===== config.mk =====
export PLATFORM = sky130hd
export DESIGN_NAME = priority_queue_remove_max_unit
export DESIGN_NICKNAME = d
export VERILOG_FILES = /design/src/pqrm_pkg.sv /design/src/priority_queue_remove_max_unit.sv /design/src/pqrm_cell.sv
export SDC_FILE = /design/constraint.sdc
export NUM_CORES = 2
export LEC_CHECK = 0
export BUFFER_PORTS_ARGS = -buffer_cell sky130_fd_sc_hd__buf_2
export CAP_MARGIN = 40
export CORE_MARGIN = 10
export CORE_UTILIZATION = 29
export CTS_BUF_LIST = sky130_fd_sc_hd__clkbuf_4 sky130_fd_sc_hd__clkbuf_8
export DETAILED_ROUTE_END_ITERATION = 7
export SLEW_MARGIN = 10
export SYNTH_ARGS = -nofsm -noshare
export SYNTH_HDL_FRONTEND = slang
export SYNTH_SLANG_ARGS = --single-unit

===== constraint.sdc =====
create_clock -name clk -period 5.1 [get_ports clk]
set_clock_uncertainty 0.2 [all_clocks]
set_input_delay 0 -clock clk [delete_from_list [all_inputs] [get_ports clk]]
set_output_delay 0 -clock clk [all_outputs]
set_load 0.02 [all_outputs]

===== src/pqrm_pkg.sv =====
// ----------------------------------------------------------------------------
// pqrm_pkg: shared types and constants for the priority queue remove-max unit
// This package holds the queue depth, the field widths, the status codes, and
// the structs that the cells pass to each other.
// ----------------------------------------------------------------------------
package pqrm_pkg;

	localparam int DEPTH   = 16;
	localparam int PRIO_W  = 8;
	localparam int DATA_W  = 32;
	localparam int STAT_W  = 2;

	localparam logic CMD_INSERT = 1'b0;
	localparam logic CMD_REMOVE = 1'b1;

	typedef enum logic [STAT_W-1:0] {
		ST_OK    = 2'd0,
		ST_FULL  = 2'd1,
		ST_EMPTY = 2'd2
	} status_t;

	// one stored entry
	typedef struct packed {
		logic              valid;
		logic [PRIO_W-1:0] prio;
		logic [DATA_W-1:0] data;
	} entry_t;

	// operation broadcast to every cell
	typedef struct packed {
		logic              ins;
		logic              rem;
		logic [PRIO_W-1:0] prio;
		logic [DATA_W-1:0] data;
	} cell_op_t;

endpackage


===== src/priority_queue_remove_max_unit.sv =====
// ----------------------------------------------------------------------------
// priority_queue_remove_max_unit: bounded priority queue, remove highest first
// A row of DEPTH cells kept sorted by priority, oldest first among equals.
// Insert slots the word in place, remove pops cell 0 and shifts the row left.
//
//   channel  handshake           fields
//   in       in_valid/in_stall   cmd, priority_req, payload
//   out      out_valid/out_stall status, out_priority, out_payload
//
// One word per cycle while in_stall is low: the cells update on the edge that accepts
// the word, and the result sits in the output register the next cycle.
// Reset empties the row by clearing the cell valid bits; no clearing pass.
// in_stall is high only while a result waits in the output register and
// out_stall is high.
// ----------------------------------------------------------------------------
module priority_queue_remove_max_unit (
	input  logic                         clk,
	input  logic                         arst_n,
	input  logic                         in_valid,
	output logic                         in_stall,
	input  logic                         cmd,
	input  logic [pqrm_pkg::PRIO_W-1:0]  priority_req,
	input  logic signed [pqrm_pkg::DATA_W-1:0] payload,
	output logic                         out_valid,
	input  logic                         out_stall,
	output logic [pqrm_pkg::STAT_W-1:0]  status,
	output logic [pqrm_pkg::PRIO_W-1:0]  out_priority,
	output logic signed [pqrm_pkg::DATA_W-1:0] out_payload
);
	import pqrm_pkg::*;

	logic              out_valid_q;
	status_t           status_q;
	logic [PRIO_W-1:0] prio_q;
	logic [DATA_W-1:0] data_q;

	logic     accept;
	logic     full;
	logic     empty;
	cell_op_t op;
	entry_t   cell_entry [DEPTH];
	logic     cell_open  [DEPTH];

	assign in_stall = out_valid_q && out_stall;
	assign accept   = in_valid && !in_stall;
	assign full     = cell_entry[DEPTH-1].valid;
	assign empty    = !cell_entry[0].valid;

	assign op.ins  = accept && (cmd == CMD_INSERT) && !full;
	assign op.rem  = accept && (cmd == CMD_REMOVE) && !empty;
	assign op.prio = priority_req;
	assign op.data = payload;

	genvar i;
	generate
		for (i = 0; i < DEPTH; i++) begin : g_cell
			entry_t left_e;
			entry_t right_e;
			logic   left_o;
			if (i == 0) begin : g_first
				assign left_e = '0;
				assign left_o = 1'b0;
			end else begin : g_mid
				assign left_e = cell_entry[i-1];
				assign left_o = cell_open[i-1];
			end
			if (i == DEPTH-1) begin : g_last
				assign right_e = '0;
			end else begin : g_inner
				assign right_e = cell_entry[i+1];
			end
			pqrm_cell u_cell (
				.clk         (clk),
				.arst_n      (arst_n),
				.op          (op),
				.left_entry  (left_e),
				.left_open   (left_o),
				.right_entry (right_e),
				.entry       (cell_entry[i]),
				.open        (cell_open[i])
			);
		end
	endgenerate

	always_ff @(posedge clk or negedge arst_n) begin
		if (!arst_n) begin
			out_valid_q <= 1'b0;
		end else if (accept) begin
			out_valid_q <= 1'b1;
		end else if (!out_stall) begin
			out_valid_q <= 1'b0;
		end
	end

	always_ff @(posedge clk) begin
		if (accept) begin
			prio_q <= '0;
			data_q <= '0;
			if (cmd == CMD_INSERT) begin
				status_q <= full ? ST_FULL : ST_OK;
			end else if (empty) begin
				status_q <= ST_EMPTY;
			end else begin
				status_q <= ST_OK;
				prio_q   <= cell_entry[0].prio;
				data_q   <= cell_entry[0].data;
			end
		end
	end

	assign out_valid    = out_valid_q;
	assign status       = status_q;
	assign out_priority = prio_q;
	assign out_payload  = data_q;

endmodule


===== src/pqrm_cell.sv =====
// ----------------------------------------------------------------------------
// pqrm_cell: one slot of the sorted cell row
// Holds one entry. On insert it keeps its entry, takes the new one, or takes
// its left neighbor's; on remove it takes its right neighbor's.
// ----------------------------------------------------------------------------
module pqrm_cell (
	input  logic              clk,
	input  logic              arst_n,
	input  pqrm_pkg::cell_op_t op,
	input  pqrm_pkg::entry_t  left_entry,
	input  logic              left_open,
	input  pqrm_pkg::entry_t  right_entry,
	output pqrm_pkg::entry_t  entry,
	output logic              open
);
	import pqrm_pkg::*;

	logic              valid_q;
	logic [PRIO_W-1:0] prio_q;
	logic [DATA_W-1:0] data_q;
	entry_t            nxt;
	logic              load;

	assign entry = '{valid: valid_q, prio: prio_q, data: data_q};

	// new word belongs at or before this slot
	assign open = !valid_q || (op.prio > prio_q);

	always_comb begin
		nxt  = entry;
		load = 1'b0;
		if (op.ins) begin
			if (left_open) begin
				nxt  = left_entry;
				load = 1'b1;
			end else if (open) begin
				nxt  = '{valid: 1'b1, prio: op.prio, data: op.data};
				load = 1'b1;
			end
		end else if (op.rem) begin
			nxt  = right_entry;
			load = 1'b1;
		end
	end

	always_ff @(posedge clk or negedge arst_n) begin
		if (!arst_n) begin
			valid_q <= 1'b0;
		end else if (load) begin
			valid_q <= nxt.valid;
		end
	end

	always_ff @(posedge clk) begin
		if (load) begin
			prio_q <= nxt.prio;
			data_q <= nxt.data;
		end
	end

endmodule

After elaboration in Yosys (flattened, before gate mapping)
Index checks and enable logic that the tools add are counted.

storage, ports and cells
  word-level logic and storage cells = 259
  memories kept = 0
  memory bits (writable) = 0
  register bits after elaboration = 699
  bits of input ports = 45
  output and inout bits = 44
  memory bits (read-only) = 0
  bits in latches = 0

cells by class
  bitwise logic cells = 1
  $lt $le $gt $ge = 16
  reduce and logical (&&, ||, !) cells = 57
  divide/modulo/power cells = 0
  muxes and demuxes = 116
  equality and inequality tests = 17
  multiply operators = 0
  shift operators = 0
  add/subtract/negate cells = 0

operators with widths
  cell                                                    number
  two-way mux 41 bit                                      63
  > comparator 8 bit                                      16
  two-way mux 1 bit                                       51
  AND reduction 3 bit                                     16
  inequality test 3 x 1 -> 1 bit (second input constant)  12
  logical NOT 1 bit                                       17
  logical OR 1 bit                                        16
  inequality test 3 x 2 -> 1 bit (second input constant)  3
  logical AND 1 bit                                       6
  two-way mux 2 bit                                       2
  inequality test 2 x 1 -> 1 bit (second input constant)  1
  inequality test 2 bit (second input constant)           1
  AND reduction 2 bit                                     1
  nonzero test 2 bit                                      1
  NOT 1 bit                                               1

Logic depth before layout (Yosys ltp)
  word-level depth = 8
  gate-level depth with buffers = 11
  mapped depth without buffers = 8

Hierarchy
Synthesis repeated with hierarchy kept, for this count alone.

unflattened totals
  cells, all modules = 3,491
  area total of the unflattened synthesis = 39,526.7 um^2

by module, submodules not included
  module                          instances  area each (um^2)  seq. area each (um^2)  cells each
  pqrm_cell                       16         2,368.5           1,226.2                212
  priority_queue_remove_max_unit  1          1,630.3           1,286.2                99

Worst setup path before layout
OpenSTA, ideal clock, no wires.

  path type = reg2reg
  start = register out_valid_q, in the netlist out_valid
  end = register g_cell[0].u_cell.data_q[0] (enable)
  data arrival time = 4.388 ns
  setup slack = 0.020 ns
  required time = 4.407 ns
  buffers on the path = 4
  library setup time = 0.493 ns
  period minus slack after synthesis = 5.080 ns
  cell stages (with the launch flop) = 9
  path through = dfrtp_1 > nand2_1 > nand2_1 > or3_1 > buf_2 > buf_6 > buf_6 > buf_6 > o21ai_0

on the way
  longest elaborated chain between the ends = 8
  elaborated cells on any way between the ends = 12
  classes of those cells = eq/ne (1); mux (2); reduce/logical (9)

ends and longest elaborated chain
  item                                    RTL line                              text
  start: declaration                      priority_queue_remove_max_unit.sv:32  logic out_valid_q;
  start signal: assignment                priority_queue_remove_max_unit.sv:87  out_valid_q <= 1'b0;
  start signal: assignment                priority_queue_remove_max_unit.sv:89  out_valid_q <= 1'b1;
  start signal: assignment                priority_queue_remove_max_unit.sv:91  out_valid_q <= 1'b0;
  logical AND 1 bit *                     priority_queue_remove_max_unit.sv:44  assign in_stall = out_valid_q && out_stall;
  logical NOT 1 bit *                     priority_queue_remove_max_unit.sv:45  assign accept = in_valid && !in_stall;
  logical AND 1 bit *                     priority_queue_remove_max_unit.sv:45
  logical AND 1 bit (2 in a row)          priority_queue_remove_max_unit.sv:50  assign op.rem = accept && (cmd == CMD_REMOVE) && !empty;
  two-way mux 1 bit                       pqrm_cell.sv:40                       end else if (op.rem) begin
  two-way mux 1 bit                       pqrm_cell.sv:32                       if (op.ins) begin
  AND reduction 3 bit (no source line) *  -
  end signal: assignment                  pqrm_cell.sv:57                       data_q <= nxt.data;
  end: declaration                        pqrm_cell.sv:20                       logic [DATA_W-1:0] data_q;

Mark *: on every way between the ends. The rest lies on a longest branch, timed or not.
A chain may end at the register's enable or synchronous reset.

Worst setup path in the final report
  start = input priority_req[0] (netlist name)
  end = register g_cell[8].u_cell.data_q[12] (enable)

on the way
  longest elaborated chain between the ends = 6
  elaborated cells on any way between the ends = 9
  classes of those cells = order compare (2); eq/ne (1); mux (3); reduce/logical (3)

ends and longest elaborated chain
  item                                    RTL line                              text
  start: declaration                      priority_queue_remove_max_unit.sv:22  input logic [pqrm_pkg::PRIO_W-1:0] priority_req,
  > comparator 8 bit                      pqrm_cell.sv:27                       assign open = !valid_q || (op.prio > prio_q);
  logical OR 1 bit                        pqrm_cell.sv:27
  two-way mux 1 bit                       pqrm_cell.sv:36                       end else if (open) begin
  two-way mux 1 bit                       pqrm_cell.sv:33                       if (left_open) begin
  two-way mux 1 bit                       pqrm_cell.sv:32
  AND reduction 3 bit (no source line) *  -
  end signal: assignment                  pqrm_cell.sv:57
  end: declaration                        pqrm_cell.sv:20

Marks and branches as above.

==> results.toml <==
[synthesis]
synth_seq_cells = 699
synthMuxAreaShare_pct = 2.27
synth_nets = 3973
yosysSeqAreaShare_pct = 56.5
syn_inst = 3808
yosys_most_used_dff = "edfxtp_1"
avgSynthCellArea_sq_um = 9.72
yosysWarnings = 0
netlist_area_sq_um = 37000
synth_compound_area_share_pct = 17.7
synth_edf_count = 682
synth_top_family_by_area = "compound AO/OA/AOI/OAI gates"
async_flop_share_pct = 2.43
yosys.area_share.xor_xnor_pct = 0
synth_fa_ha_area_share_pct = 4.06
ys_types = 49
synthSimpleGateAreaFrac_pct = 14.1

[drt]
post_drt_wl_per_cell_um = 21.0
drt_wl_total_um = 117000
drc = 0
vias = 29800
vias_per_cell = 5.36
dr.pass1.iters = 6
ant_nets = 0
drt-initial-drc-count = 2973

[clocking]
ctsLongestPathBuffers = 3
htree_levels = 3
cts-root-buf = "clkbuf_8"
cts_sinks = 699
ctsHoldBuffers = 49
path_clk_slew_ns = 0.07
cts_buffers = 108
cts_tree = "built"
clkLatencyLatePin_ns = 0.80
cts_setup_buffers = 0
cts.repair.resized = 0

[power]
cell_internal_pwr_uw = 11800
power.share.switching_pct = 36.6
ir_drop_uv = 227
p_clk_share_pct = 25.7
p_sw_uw = 6830
p_per_area_nw_per_um2 = 446
combPwrFrac_pct = 29.0
p_leak_uw = 0.0165
p_seq_share_pct = 45.2

[floorplanning]
die_w_um = 377
die-area_sq_um = 142000
die_h_um = 377
coreArea_sq_um = 127000
rows = 131
ioPinCount = 89
initial_core_util_pct = 29.1

[critical_path]
required_ns = 5.35
crit_path_end_kind = "flip-flop"
cp.arrival_ns = 3.81
max_stage_delay_ns = 0.70
startpoint_type = "input pin"
worstSetupPathType = "in2reg"
crit_chain = "dlygate4sd3_1 -> buf_2 -> inv_1 -> ha_1 -> nor2b_1 -> o211ai_1 -> a211o_1 -> and3_2 -> a31oi_4 -> buf_4"
cpMaxStageDelayCell = "a31oi_4"
worstPathMaxFanout = 25

[sta]
worst_slack_ns = 1.54
drv_slew = 0
period_share_pct = 69.9
hold_viol_final = 0
worst_pin_slew_ns = 0.961
final.min_clock_period_ns = 3.56
rsz0062_at_grt = "no"
max_freq_ghz = 0.281
setup_violations = 0
slew_headroom_pct = 35.9
tns_ns = 0

[cells_and_area]
final_util_pct = 32.9
layout-drive-gt1-share_pct = 11.2
stdcell_area_sq_um = 41800
layout_commonest_cell = "a21oi_1"
layout.nets = 3976
area_delta_synth_final_pct = 13.0
final_cell_mix = "809 x a21oi_1, 691 x nand2_1, 682 x edfxtp_1"

[min_path]
hold_class = "in2reg"

[global_routing]
gr-total-overflow = 0
grt_util_all_layers_pct = 15.8
grt_pass1_vias = 30000
grt_max_degree = 173
grt_pass1_wl_um = 178000
antenna_found_initial = 2

[outcome]
status = "finished, final reports clean"

[place]
post-place-ws_ns = 1.32
hpwl_um = 76200
dpl_cell_area_sq_um = 39200
gp_congestion = 0.853
io_buffers = 88

[run]
max-cap-violations = 0
[flip-flops by register name, summed over array words and instances (netlist names)]
name                   count
g_cell.u_cell.data_q     512
g_cell.u_cell.prio_q     128
g_cell.u_cell.valid_q     16
out_payload               32
out_priority               8
out_valid                  1
status                     2
[worst paths after layout]
check,start,to,slack [ns],cells after the start
worst min register to register,g_cell[15].u_cell.data_q[3],g_cell[14].u_cell.data_q[3],0.33,2
worst min-delay path,payload[6],g_cell[0].u_cell.data_q[6],0.15,4
min in group asynchronous,arst_n,g_cell[4].u_cell.valid_q,0.59,5
max in group asynchronous,arst_n,g_cell[15].u_cell.valid_q,3.94,5
worst max register to register,g_cell[6].u_cell.prio_q[3],g_cell[6].u_cell.data_q[22],1.67,9
worst max-delay path,priority_req[0],g_cell[8].u_cell.data_q[12],1.54,10
[stage by stage]
stage	std cells	hold WS, ns	total power (uW)
global route	5567	0.117	19600
detailed placement	5314	-0.163	13900
finish	5568	0.153	18700
CTS	5562	0.0882	18700
floorplan	3808	-0.496	11900
global placement	5299	-0.168	13600
[final cells by class]
type                            instances  area, sq um
Fill cell                           13200        85400
Sequential cell                       699        20900
Multi-Input combinational cell       2665        14400
Tap cell                             1662         2080
Clock buffer                          166         1960
Timing Repair Buffer                  215         1830
Inverter                              122          458
Clock inverter                         33          153
Antenna cell                            6         15.0
[critical path: cells and delay by family]
family	cells	cell delay, ns
buffers and inverters	4	1.79
AND/OR/NAND/NOR	2	0.56
adder cells (fa/ha/maj)	1	0.35
AO/OA/AOI/OAI	3	1.08
[cell usage after synthesis, types with 43 or more instances]
cell | number | area (sq um)
edfxtp_1 | 682 | 20500
mux2i_1 | 84 | 841
o211ai_1 | 43 | 323
nand2_1 | 692 | 2600
clkbuf_1 | 174 | 653
inv_1 | 122 | 458
ha_1 | 120 | 1500
nand3_1 | 101 | 505
a21oi_1 | 809 | 4050
and3_1 | 52 | 325
nor2_1 | 379 | 1420
a22oi_1 | 72 | 541
buf_2 | 108 | 541
o21ai_0 | 158 | 791
[routing by layer]
layer  vias up  wire [um]  GRT usage [%]
met3       238       6820           2.59
met4         0       3910           5.94
li1      13600          -              -
met2      1070      57600           26.8
met1     14900      48600           20.2
met5         -          0              0
[power groups by stage]
stage	Clock (uW)	Sequential (uW)	Combinational, uW
after floorplan	0	8300	3610
after global placement	0	8550	5100
after detailed placement	0	8540	5330
after CTS	4870	8440	5380
after global routing	5130	8520	5970
final	4800	8440	5420
[logic make-up (layout without fill, tap and decap cells)]
kind of cell	Yosys count	count (layout)
AO/OA/AOI/OAI	1182	1182
adder cells (fa/ha/maj)	120	120
buffers and inverters	444	536
flip-flops	699	699
multiplexers	84	84
other	0	6
AND/OR/NAND/NOR	1279	1279
(Power assumes the default switching activity.)
